[config.mk]
export PLATFORM = sky130hd
export DESIGN_NAME = hsv_to_rgb_converter
export DESIGN_NICKNAME = d
export VERILOG_FILES = /design/src/sv/hsv_pkg.sv /design/src/sv/hsv_to_rgb_converter.sv /design/src/sv/hsv_sector.sv /design/src/sv/hsv_mult.sv /design/src/sv/hsv_cdiv.sv /design/src/sv/hsv_select.sv
export SDC_FILE = /design/constraint.sdc
export NUM_CORES = 2
export LEC_CHECK = 0
export ABC_AREA = 1
export ABC_CLOCK_PERIOD_IN_PS = 6550
export BUFFER_PORTS_ARGS = -buffer_cell sky130_fd_sc_hd__buf_2
export CORE_MARGIN = 3
export CORE_UTILIZATION = 60
export CTS_CLUSTER_SIZE = 40
export DETAILED_ROUTE_END_ITERATION = 16
export HOLD_SLACK_MARGIN = 0.08
export PLACE_DENSITY = 0.87
export SLEW_MARGIN = 20
export SYNTH_ARGS = -nofsm -noshare
export SYNTH_HDL_FRONTEND = slang
export SYNTH_SLANG_ARGS = --single-unit
[constraint.sdc]
create_clock -name clock -period 6.55 [get_ports clock]
set_input_delay 1.31 -clock clock [delete_from_list [all_inputs] [get_ports clock]]
set_output_delay 1.31 -clock clock [all_outputs]
set_load 0.02 [all_outputs]
[src/sv/hsv_pkg.sv]
// ----------------------------------------------------------------------------
// hsv_pkg: shared types and constants of the HSV to RGB converter
// Payload structs of both channels, the structs handed between pipeline
// stages, and the fixed-point constants of the conversion.
// ----------------------------------------------------------------------------
package hsv_pkg;

   localparam int unsigned HueWidth    = 13;
   localparam int unsigned LevelWidth  = 8;
   localparam int unsigned SectorUnits = 960;
   localparam int unsigned FullLevel   = 255;
   localparam int unsigned FracScale   = FullLevel * SectorUnits;

   // Highest sector index that a hue word can reach, and the widths that follow.
   localparam int unsigned SectorSteps = ((1 << HueWidth) - 1) / SectorUnits;
   localparam int unsigned SectorWidth = $clog2(SectorSteps + 1);
   localparam int unsigned FracWidth   = $clog2(SectorUnits);
   localparam int unsigned ProdWidth   = $clog2(FracScale + 1);
   localparam int unsigned PNumWidth   = 2 * LevelWidth;
   localparam int unsigned NumWidth    = LevelWidth + ProdWidth;

   // Reciprocal multipliers: floor(2^shift / divisor), estimate low by at most one.
   localparam int unsigned PShift  = PNumWidth;
   localparam int unsigned PRecip  = (1 << PShift) / FullLevel;
   localparam int unsigned PRecipW = $clog2(PRecip + 1);
   localparam int unsigned QShift  = NumWidth;
   localparam int unsigned QRecip  = (1 << QShift) / FracScale;
   localparam int unsigned QRecipW = $clog2(QRecip + 1);

   // Sector codes; anything above the last one takes the magenta to red selection.
   localparam logic [SectorWidth-1:0] SectorRedYellow   = SectorWidth'(0);
   localparam logic [SectorWidth-1:0] SectorYellowGreen = SectorWidth'(1);
   localparam logic [SectorWidth-1:0] SectorGreenCyan   = SectorWidth'(2);
   localparam logic [SectorWidth-1:0] SectorCyanBlue    = SectorWidth'(3);
   localparam logic [SectorWidth-1:0] SectorBlueMagenta = SectorWidth'(4);

   typedef struct packed {
      logic [HueWidth-1:0]   hue_sixteenths;
      logic [LevelWidth-1:0] sat_level;
      logic [LevelWidth-1:0] val_level;
   } hsv_req_type;

   typedef struct packed {
      logic [LevelWidth-1:0] red_out;
      logic [LevelWidth-1:0] green_out;
      logic [LevelWidth-1:0] blue_out;
   } hsv_rsp_type;

   typedef struct packed {
      logic [SectorWidth-1:0] sector;
      logic [FracWidth-1:0]   frac;
      logic [LevelWidth-1:0]  sat_level;
      logic [LevelWidth-1:0]  val_level;
   } hsv_sect_type;

   typedef struct packed {
      logic [SectorWidth-1:0] sector;
      logic [LevelWidth-1:0]  val_level;
      logic [PNumWidth-1:0]   p_num;
      logic [ProdWidth-1:0]   sf_q;
      logic [ProdWidth-1:0]   sf_t;
   } hsv_prod_type;

   typedef struct packed {
      logic [SectorWidth-1:0] sector;
      logic [LevelWidth-1:0]  val_level;
      logic [PNumWidth-1:0]   p_num;
      logic [NumWidth-1:0]    q_num;
      logic [NumWidth-1:0]    t_num;
   } hsv_num_type;

   typedef struct packed {
      logic [SectorWidth-1:0] sector;
      logic [LevelWidth-1:0]  val_level;
      logic [PNumWidth-1:0]   p_num;
      logic [NumWidth-1:0]    q_num;
      logic [NumWidth-1:0]    t_num;
      logic [LevelWidth-1:0]  p_est;
      logic [LevelWidth-1:0]  q_est;
      logic [LevelWidth-1:0]  t_est;
   } hsv_est_type;

   typedef struct packed {
      logic [SectorWidth-1:0] sector;
      logic [LevelWidth-1:0]  val_level;
      logic [LevelWidth-1:0]  p_lvl;
      logic [LevelWidth-1:0]  q_lvl;
      logic [LevelWidth-1:0]  t_lvl;
   } hsv_lvl_type;

endpackage

[src/sv/hsv_to_rgb_converter.sv]
// ----------------------------------------------------------------------------
// hsv_to_rgb_converter: HSV to 8-bit RGB pixel converter
// Six-stage pipeline from HSV pixels to RGB: one per clock unless stalled.
// ----------------------------------------------------------------------------
// Usage:
//   req_* carries one pixel per transfer: hue in 1/16 degree, saturation and
//   value as 8-bit levels (255 is full scale). rsp_* returns the RGB triple.
//   A transfer happens on a rising edge with valid high and stall low.
//   A pixel moves through the stages in order to the output register.
//   Throughput is one pixel per clock unless stalled; a stage takes a new
//   pixel whenever it is empty or its pixel moves on. The six register
//   stages are: hue split, two multiply stages, reciprocal estimate,
//   correction and the channel select into the output register.
//   Zero saturation needs no special path: p, q and t all equal the value.
//   Hue of 360 degrees or beyond takes the last sector's channel selection.
//   Reset (synchronous, active high) drops every item in flight and clears
//   all valid bits; payload registers keep whatever they held.
//   When the receiver stalls, the output register holds its pixel; stages
//   upstream keep advancing into empty slots, so bubbles close up and
//   req_stall rises only once every stage holds a pixel.
// ----------------------------------------------------------------------------
module hsv_to_rgb_converter (
   input  logic                 clock,
   input  logic                 reset,
   input  logic                 req_valid,
   output logic                 req_stall,
   input  hsv_pkg::hsv_req_type req_data,
   output logic                 rsp_valid,
   input  logic                 rsp_stall,
   output hsv_pkg::hsv_rsp_type rsp_data
);
   import hsv_pkg::*;

   // Handshake between stages: valid forward, ready back.
   logic         sect_valid;
   logic         sect_ready;
   hsv_sect_type sect_data;
   logic         num_valid;
   logic         num_ready;
   hsv_num_type  num_data;
   logic         lvl_valid;
   logic         lvl_ready;
   hsv_lvl_type  lvl_data;
   logic         req_ready;

   // Split the hue into sector and fraction.
   hsv_sector u_sector (
      .clock     (clock),
      .reset     (reset),
      .in_valid  (req_valid),
      .in_ready  (req_ready),
      .in_data   (req_data),
      .out_valid (sect_valid),
      .out_ready (sect_ready),
      .out_data  (sect_data)
   );

   // Form the numerators of p, q and t.
   hsv_mult u_mult (
      .clock     (clock),
      .reset     (reset),
      .in_valid  (sect_valid),
      .in_ready  (sect_ready),
      .in_data   (sect_data),
      .out_valid (num_valid),
      .out_ready (num_ready),
      .out_data  (num_data)
   );

   // Divide by the constant scales, truncating toward zero.
   hsv_cdiv u_cdiv (
      .clock     (clock),
      .reset     (reset),
      .in_valid  (num_valid),
      .in_ready  (num_ready),
      .in_data   (num_data),
      .out_valid (lvl_valid),
      .out_ready (lvl_ready),
      .out_data  (lvl_data)
   );

   // Route the levels to the channels and hold the result for the receiver.
   hsv_select u_select (
      .clock     (clock),
      .reset     (reset),
      .in_valid  (lvl_valid),
      .in_ready  (lvl_ready),
      .in_data   (lvl_data),
      .out_valid (rsp_valid),
      .out_stall (rsp_stall),
      .out_data  (rsp_data)
   );

   assign req_stall = !req_ready;

endmodule

[src/sv/hsv_sector.sv]
// ----------------------------------------------------------------------------
// hsv_sector: hue split stage
// Splits the hue into a sector index and a fraction within the sector.
// ----------------------------------------------------------------------------
module hsv_sector (
   input  logic                clock,
   input  logic                reset,
   input  logic                in_valid,
   output logic                in_ready,
   input  hsv_pkg::hsv_req_type in_data,
   output logic                out_valid,
   input  logic                out_ready,
   output hsv_pkg::hsv_sect_type out_data
);
   import hsv_pkg::*;

   logic [SectorSteps-1:0] ge;
   logic [HueWidth-1:0]    base;
   hsv_sect_type           sect_in;
   hsv_sect_type           sect_ff;
   logic                   vld_ff;

   // Independent compares against each sector boundary; the last hit is the base.
   always_comb begin
      base = '0;
      for (int k = 1; k <= SectorSteps; k++) begin
         ge[k-1] = in_data.hue_sixteenths >= HueWidth'(k * SectorUnits);
         if (ge[k-1]) begin
            base = HueWidth'(k * SectorUnits);
         end
      end
      sect_in.sector    = SectorWidth'($countones(ge));
      sect_in.frac      = FracWidth'(in_data.hue_sixteenths - base);
      sect_in.sat_level = in_data.sat_level;
      sect_in.val_level = in_data.val_level;
   end

   assign in_ready = !vld_ff || out_ready;

   always_ff @(posedge clock) begin
      if (reset) begin
         vld_ff <= 1'b0;
      end else if (in_ready) begin
         vld_ff <= in_valid;
      end
   end

   always_ff @(posedge clock) begin
      if (in_ready && in_valid) begin
         sect_ff <= sect_in;
      end
   end

   assign out_valid = vld_ff;
   assign out_data  = sect_ff;

endmodule

[src/sv/hsv_mult.sv]
// ----------------------------------------------------------------------------
// hsv_mult: numerator stages
// Two multiply stages that form the numerators of p, q and t.
// ----------------------------------------------------------------------------
module hsv_mult (
   input  logic                  clock,
   input  logic                  reset,
   input  logic                  in_valid,
   output logic                  in_ready,
   input  hsv_pkg::hsv_sect_type in_data,
   output logic                  out_valid,
   input  logic                  out_ready,
   output hsv_pkg::hsv_num_type  out_data
);
   import hsv_pkg::*;

   logic [FracWidth-1:0] frac_rest;
   hsv_prod_type         prod_in;
   hsv_prod_type         prod_ff;
   logic                 prod_vld_ff;
   logic                 prod_ready;
   hsv_num_type          num_in;
   hsv_num_type          num_ff;
   logic                 num_vld_ff;

   // Stage one: saturation times fraction and its complement, and p's numerator.
   always_comb begin
      frac_rest         = FracWidth'(SectorUnits) - in_data.frac;
      prod_in.sector    = in_data.sector;
      prod_in.val_level = in_data.val_level;
      prod_in.p_num     = PNumWidth'(in_data.val_level) *
                          PNumWidth'(LevelWidth'(FullLevel) - in_data.sat_level);
      prod_in.sf_q      = ProdWidth'(in_data.sat_level) * ProdWidth'(in_data.frac);
      prod_in.sf_t      = ProdWidth'(in_data.sat_level) * ProdWidth'(frac_rest);
   end

   // Stage two: value times the scaled remainders.
   always_comb begin
      num_in.sector    = prod_ff.sector;
      num_in.val_level = prod_ff.val_level;
      num_in.p_num     = prod_ff.p_num;
      num_in.q_num     = NumWidth'(prod_ff.val_level) *
                         NumWidth'(ProdWidth'(FracScale) - prod_ff.sf_q);
      num_in.t_num     = NumWidth'(prod_ff.val_level) *
                         NumWidth'(ProdWidth'(FracScale) - prod_ff.sf_t);
   end

   assign prod_ready = !num_vld_ff || out_ready;
   assign in_ready   = !prod_vld_ff || prod_ready;

   always_ff @(posedge clock) begin
      if (reset) begin
         prod_vld_ff <= 1'b0;
         num_vld_ff  <= 1'b0;
      end else begin
         if (in_ready) begin
            prod_vld_ff <= in_valid;
         end
         if (prod_ready) begin
            num_vld_ff <= prod_vld_ff;
         end
      end
   end

   always_ff @(posedge clock) begin
      if (in_ready && in_valid) begin
         prod_ff <= prod_in;
      end
      if (prod_ready && prod_vld_ff) begin
         num_ff <= num_in;
      end
   end

   assign out_valid = num_vld_ff;
   assign out_data  = num_ff;

endmodule

[src/sv/hsv_cdiv.sv]
// ----------------------------------------------------------------------------
// hsv_cdiv: constant divider stages
// Divides the numerators by constants: reciprocal estimate, then one correction.
// ----------------------------------------------------------------------------
module hsv_cdiv (
   input  logic                 clock,
   input  logic                 reset,
   input  logic                 in_valid,
   output logic                 in_ready,
   input  hsv_pkg::hsv_num_type in_data,
   output logic                 out_valid,
   input  logic                 out_ready,
   output hsv_pkg::hsv_lvl_type out_data
);
   import hsv_pkg::*;

   localparam int unsigned PProdW = PNumWidth + PRecipW;
   localparam int unsigned QProdW = NumWidth + QRecipW;

   logic [PProdW-1:0]    p_prod;
   logic [QProdW-1:0]    q_prod;
   logic [QProdW-1:0]    t_prod;
   hsv_est_type          est_in;
   hsv_est_type          est_ff;
   logic                 est_vld_ff;
   logic                 est_ready;
   logic [PNumWidth-1:0] p_rem;
   logic [NumWidth-1:0]  q_rem;
   logic [NumWidth-1:0]  t_rem;
   hsv_lvl_type          lvl_in;
   hsv_lvl_type          lvl_ff;
   logic                 lvl_vld_ff;

   // Estimate: multiply by the truncated reciprocal and drop the fraction bits.
   always_comb begin
      p_prod = PProdW'(in_data.p_num) * PProdW'(PRecip);
      q_prod = QProdW'(in_data.q_num) * QProdW'(QRecip);
      t_prod = QProdW'(in_data.t_num) * QProdW'(QRecip);
      est_in.sector    = in_data.sector;
      est_in.val_level = in_data.val_level;
      est_in.p_num     = in_data.p_num;
      est_in.q_num     = in_data.q_num;
      est_in.t_num     = in_data.t_num;
      est_in.p_est     = LevelWidth'(p_prod >> PShift);
      est_in.q_est     = LevelWidth'(q_prod >> QShift);
      est_in.t_est     = LevelWidth'(t_prod >> QShift);
   end

   // Correct: bump the estimate where the remainder still holds a whole divisor.
   always_comb begin
      p_rem = est_ff.p_num - PNumWidth'(est_ff.p_est) * PNumWidth'(FullLevel);
      q_rem = est_ff.q_num - NumWidth'(est_ff.q_est) * NumWidth'(FracScale);
      t_rem = est_ff.t_num - NumWidth'(est_ff.t_est) * NumWidth'(FracScale);
      lvl_in.sector    = est_ff.sector;
      lvl_in.val_level = est_ff.val_level;
      lvl_in.p_lvl     = est_ff.p_est + LevelWidth'(p_rem >= PNumWidth'(FullLevel));
      lvl_in.q_lvl     = est_ff.q_est + LevelWidth'(q_rem >= NumWidth'(FracScale));
      lvl_in.t_lvl     = est_ff.t_est + LevelWidth'(t_rem >= NumWidth'(FracScale));
   end

   assign est_ready = !lvl_vld_ff || out_ready;
   assign in_ready  = !est_vld_ff || est_ready;

   always_ff @(posedge clock) begin
      if (reset) begin
         est_vld_ff <= 1'b0;
         lvl_vld_ff <= 1'b0;
      end else begin
         if (in_ready) begin
            est_vld_ff <= in_valid;
         end
         if (est_ready) begin
            lvl_vld_ff <= est_vld_ff;
         end
      end
   end

   always_ff @(posedge clock) begin
      if (in_ready && in_valid) begin
         est_ff <= est_in;
      end
      if (est_ready && est_vld_ff) begin
         lvl_ff <= lvl_in;
      end
   end

   assign out_valid = lvl_vld_ff;
   assign out_data  = lvl_ff;

endmodule

[src/sv/hsv_select.sv]
// ----------------------------------------------------------------------------
// hsv_select: channel select and output register
// Routes v, p, q and t to red, green and blue by sector.
// ----------------------------------------------------------------------------
module hsv_select (
   input  logic                 clock,
   input  logic                 reset,
   input  logic                 in_valid,
   output logic                 in_ready,
   input  hsv_pkg::hsv_lvl_type in_data,
   output logic                 out_valid,
   input  logic                 out_stall,
   output hsv_pkg::hsv_rsp_type out_data
);
   import hsv_pkg::*;

   hsv_rsp_type rgb_in;
   hsv_rsp_type rgb_ff;
   logic        vld_ff;

   always_comb begin
      case (in_data.sector)
         SectorRedYellow: begin
            rgb_in = '{in_data.val_level, in_data.t_lvl, in_data.p_lvl};
         end
         SectorYellowGreen: begin
            rgb_in = '{in_data.q_lvl, in_data.val_level, in_data.p_lvl};
         end
         SectorGreenCyan: begin
            rgb_in = '{in_data.p_lvl, in_data.val_level, in_data.t_lvl};
         end
         SectorCyanBlue: begin
            rgb_in = '{in_data.p_lvl, in_data.q_lvl, in_data.val_level};
         end
         SectorBlueMagenta: begin
            rgb_in = '{in_data.t_lvl, in_data.p_lvl, in_data.val_level};
         end
         default: begin
            rgb_in = '{in_data.val_level, in_data.p_lvl, in_data.q_lvl};
         end
      endcase
   end

   assign in_ready = !vld_ff || !out_stall;

   always_ff @(posedge clock) begin
      if (reset) begin
         vld_ff <= 1'b0;
      end else if (in_ready) begin
         vld_ff <= in_valid;
      end
   end

   always_ff @(posedge clock) begin
      if (in_ready && in_valid) begin
         rgb_ff <= rgb_in;
      end
   end

   assign out_valid = vld_ff;
   assign out_data  = rgb_ff;

endmodule

==> out/metrics.csv <==
stage,metric,value,unit
status,status,completed,
run,Max-cap violations,0,
critical_path,CP max-delay cell,fa_1,
global_route,total congestion overflow,0,
finish,Finished Cell Area,45500,um^2
placement,Placed Cells,5720,
floorplan,total core area,69100,um^2
yosys,top-count cell post-synth,inv_1,
critical_path,CP top delay family,adder cells,
global_route,largest net degree at the start of global routing,80,
yosys,ranking of synthesized cells by area,"fa_1 24%, edfxtp_1 23%, ha_1 17%, inv_1 10%, nand2_1 7.5%",
clock_network,Clock Tree Buf Depth,3,
critical_path,CP Class,flip-flop to flip-flop,
yosys,largest area contributor in the netlist,fa_1,
critical_path,reg2reg end,u_cdiv.out_data[4]$_DFFE_PP_,
drt,Post-route DRC,0,
yosys,Syn. warnings,0,
critical_path,Critical Path Stages,37,
critical_path,CP Max Fanout,3,
clock_network,CTS tree,yes,
placement,placed cell areas,43700,um^2
yosys,Main synth FF type,edfxtp_1,
critical_path,WP data required,6.86,ns
clock_network,cts bufs inserted,40,
clock_network,"Hold-fix buffers, CTS",0,
drt,drt wl/cell,17.3,um
finish,Nets,5942,
clock_network,insertion delay to the later sink of the worst-skew pair,0.58,ns
clock_network,clock-pin slew on the worst setup and hold paths,0.06,ns
min_path,HP Class,flip-flop to flip-flop,
floorplan,Die Ht,271,um
yosys,Yosys reg bits,330,
yosys,sequential fraction of the synthesis area,0.234,
global_route,global-route wire length before repair,165000,um
critical_path,cells on worst reg2reg path,37,
yosys,asr flop ratio synth,0,
floorplan,Die ar.,73300,um^2
floorplan,Die X,271,um
finish,ant diodes,0,
sta,post-route setup TNS,0,ns
placement,post-DP HPWL,79000,um
sta,fmax,158,MHz
sta,hold slack,0.410,ns
global_route,initial antenna violation count,2,
critical_path,Crit path largest cell delay,0.62,ns
finish,share of cells above drive strength 1,0.0677,
sta,clk_skew,0.0217,ns
finish,Layout Cells excl Fill,5807,
yosys,number of flops mapped to enable cells by yosys,324,
yosys,Synth Cell Area,42100,um^2
sta,final setup fails,0,
global_route,Total GRT Usage,0.278,
critical_path,critical path arrival,6.63,ns
sta,"Slew Viols, Final",0,
floorplan,total I/O pin count,59,
global_route,vias in the first global route,33700,
floorplan,Site Rows,96,
placement,I/O Buffers,58,
drt,"antenna viol nets, final",0,
yosys,Post-Synthesis Cells,4741,
drt,via count,32500,
critical_path,RR Startpoint,u_cdiv.est_ff[5]$_DFFE_PP_,
finish,P&R area growth vs syn,8.17,%
critical_path,CP Launch Point,u_cdiv.est_ff[5]$_DFFE_PP_,
drt,initial drt markers,2307,
finish,Fillers,5098,
critical_path,worst path bufs/invs,8,
drt,Final Routed Wirelength,101000,um
finish,area taken by multi-input logic gates,28000,um^2
yosys,syn nets,5836,
sta,Least-Margin Pin Slew,1.05,ns
drt,DR vias/cell,5.60,
sta,crit path time final,6.31,ns
critical_path,flop2flop setup slack,0.24,ns
yosys,Synth cell types,62,
drt,1st-pass router iterations,7,
yosys,Synth top area share,0.240,
finish,register area,9850,um^2
sta,Worst slew margin,0.298,
critical_path,Setup crit end,u_cdiv.out_data[4]$_DFFE_PP_,
floorplan,Initial Utilization,0.609,
placement,Final Wtd Congestion,0.954,
yosys,syn avg cell area,8.87,um^2
sta,fin crit share,0.964,
clock_network,H-tree depth,2,
clock_network,Clock Sink Count,330,
clock_network,clk root buf,clkbuf_16,
critical_path,Setup crit end kind,flip-flop,
sta,Final Hold Viols,0,
critical_path,Setup crit start kind,flip-flop,
yosys,Post-synth top cells,"1134 x inv_1, 836 x nand2_1, 557 x ha_1, 505 x fa_1, 363 x nor2_1",
what timing repair did:
item,CTS,global route
endpoints found under the setup margin,8,19
pin swaps,8,49
buffers inserted,3,13
endpoints found under the hold margin,0,0
gates resized for setup,14,76
final cells by class:
class,count,share of cell area
inverter,1149,0.0949
multi-input combinational,3197,0.615
clock buffer,45,0.0231
sequential,330,0.216
tap,931,0.0256
timing repair buffer,129,0.0183
clock inverter,26,0.00608
worst min path at each step:
stage	from	endpoint	cells after the start
6_report	u_mult.out_data[73]$_DFFE_PP_	u_cdiv.est_ff[97]$_DFFE_PP_	0
3_3_place_gp	u_mult.num_in[60]$_DFFE_PP_	u_mult.out_data[60]$_DFFE_PP_	0
2_1_floorplan	u_mult.out_data[76]$_DFFE_PP_	u_cdiv.est_ff[100]$_DFFE_PP_	0
5_1_grt	u_mult.out_data[73]$_DFFE_PP_	u_cdiv.est_ff[97]$_DFFE_PP_	0
4_1_cts	u_mult.out_data[73]$_DFFE_PP_	u_cdiv.est_ff[97]$_DFFE_PP_	0
3_5_place_dp	u_mult.out_data[73]$_DFFE_PP_	u_cdiv.est_ff[97]$_DFFE_PP_	0
flip-flops by register name, indices dropped and copies added (netlist names):
name                cells
u_sector.out_data      30
u_select.out_valid      1
u_mult.num_in          28
u_cdiv.est_ff          92
u_sector.out_valid      1
u_mult.out_valid        1
u_mult.prod_vld_ff      1
u_cdiv.out_valid        1
u_select.out_data      24
u_cdiv.est_vld_ff       1
u_mult.prod_ff         35
u_mult.out_data        79
u_cdiv.out_data        36
per-stage QoR:
stage | worst slack, ns | util
after floorplan | 0.192 | -
after global routing | -0.0989 | 0.659
after CTS | 0.0561 | 0.653
after detailed placement | -0.160 | 0.633
final | 0.236 | 0.659
after global placement | 0.00537 | 0.633
logic make-up after synthesis:
group	Yosys count	share of synthesized area
AND/OR/NAND/NOR	1433	0.140
buffers and inverters	1214	0.109
adder cells (fa/ha/maj)	1062	0.406
flip-flops	330	0.234
AO/OA/AOI/OAI	501	0.0694
XOR/XNOR	201	0.0422
layout by cell type (no fill, tap or decap), types with 40 or more instances in the layout:
cell       instances
buf_4             68
clkbuf_16         40
nand2_1          820
fa_1             502
nand3_1          101
a21oi_1          222
inv_1           1122
buf_2             58
o21ai_0           95
xnor2_1           67
ha_1             543
xor2_1           129
nor2_1           360
edfxtp_1         324
metal layers:
| metal | track usage | wire length (um) |
|---|---|---|
| met1 | 0.347 | 38800 |
| met2 | 0.483 | 49600 |
| met3 | 0.0402 | 7590 |
| met4 | 0.120 | 4750 |
| met5 | 0 | 18 |
Power is not shown: default switching activity piles up to over one toggle a cycle in this logic, so the estimate is an artifact.
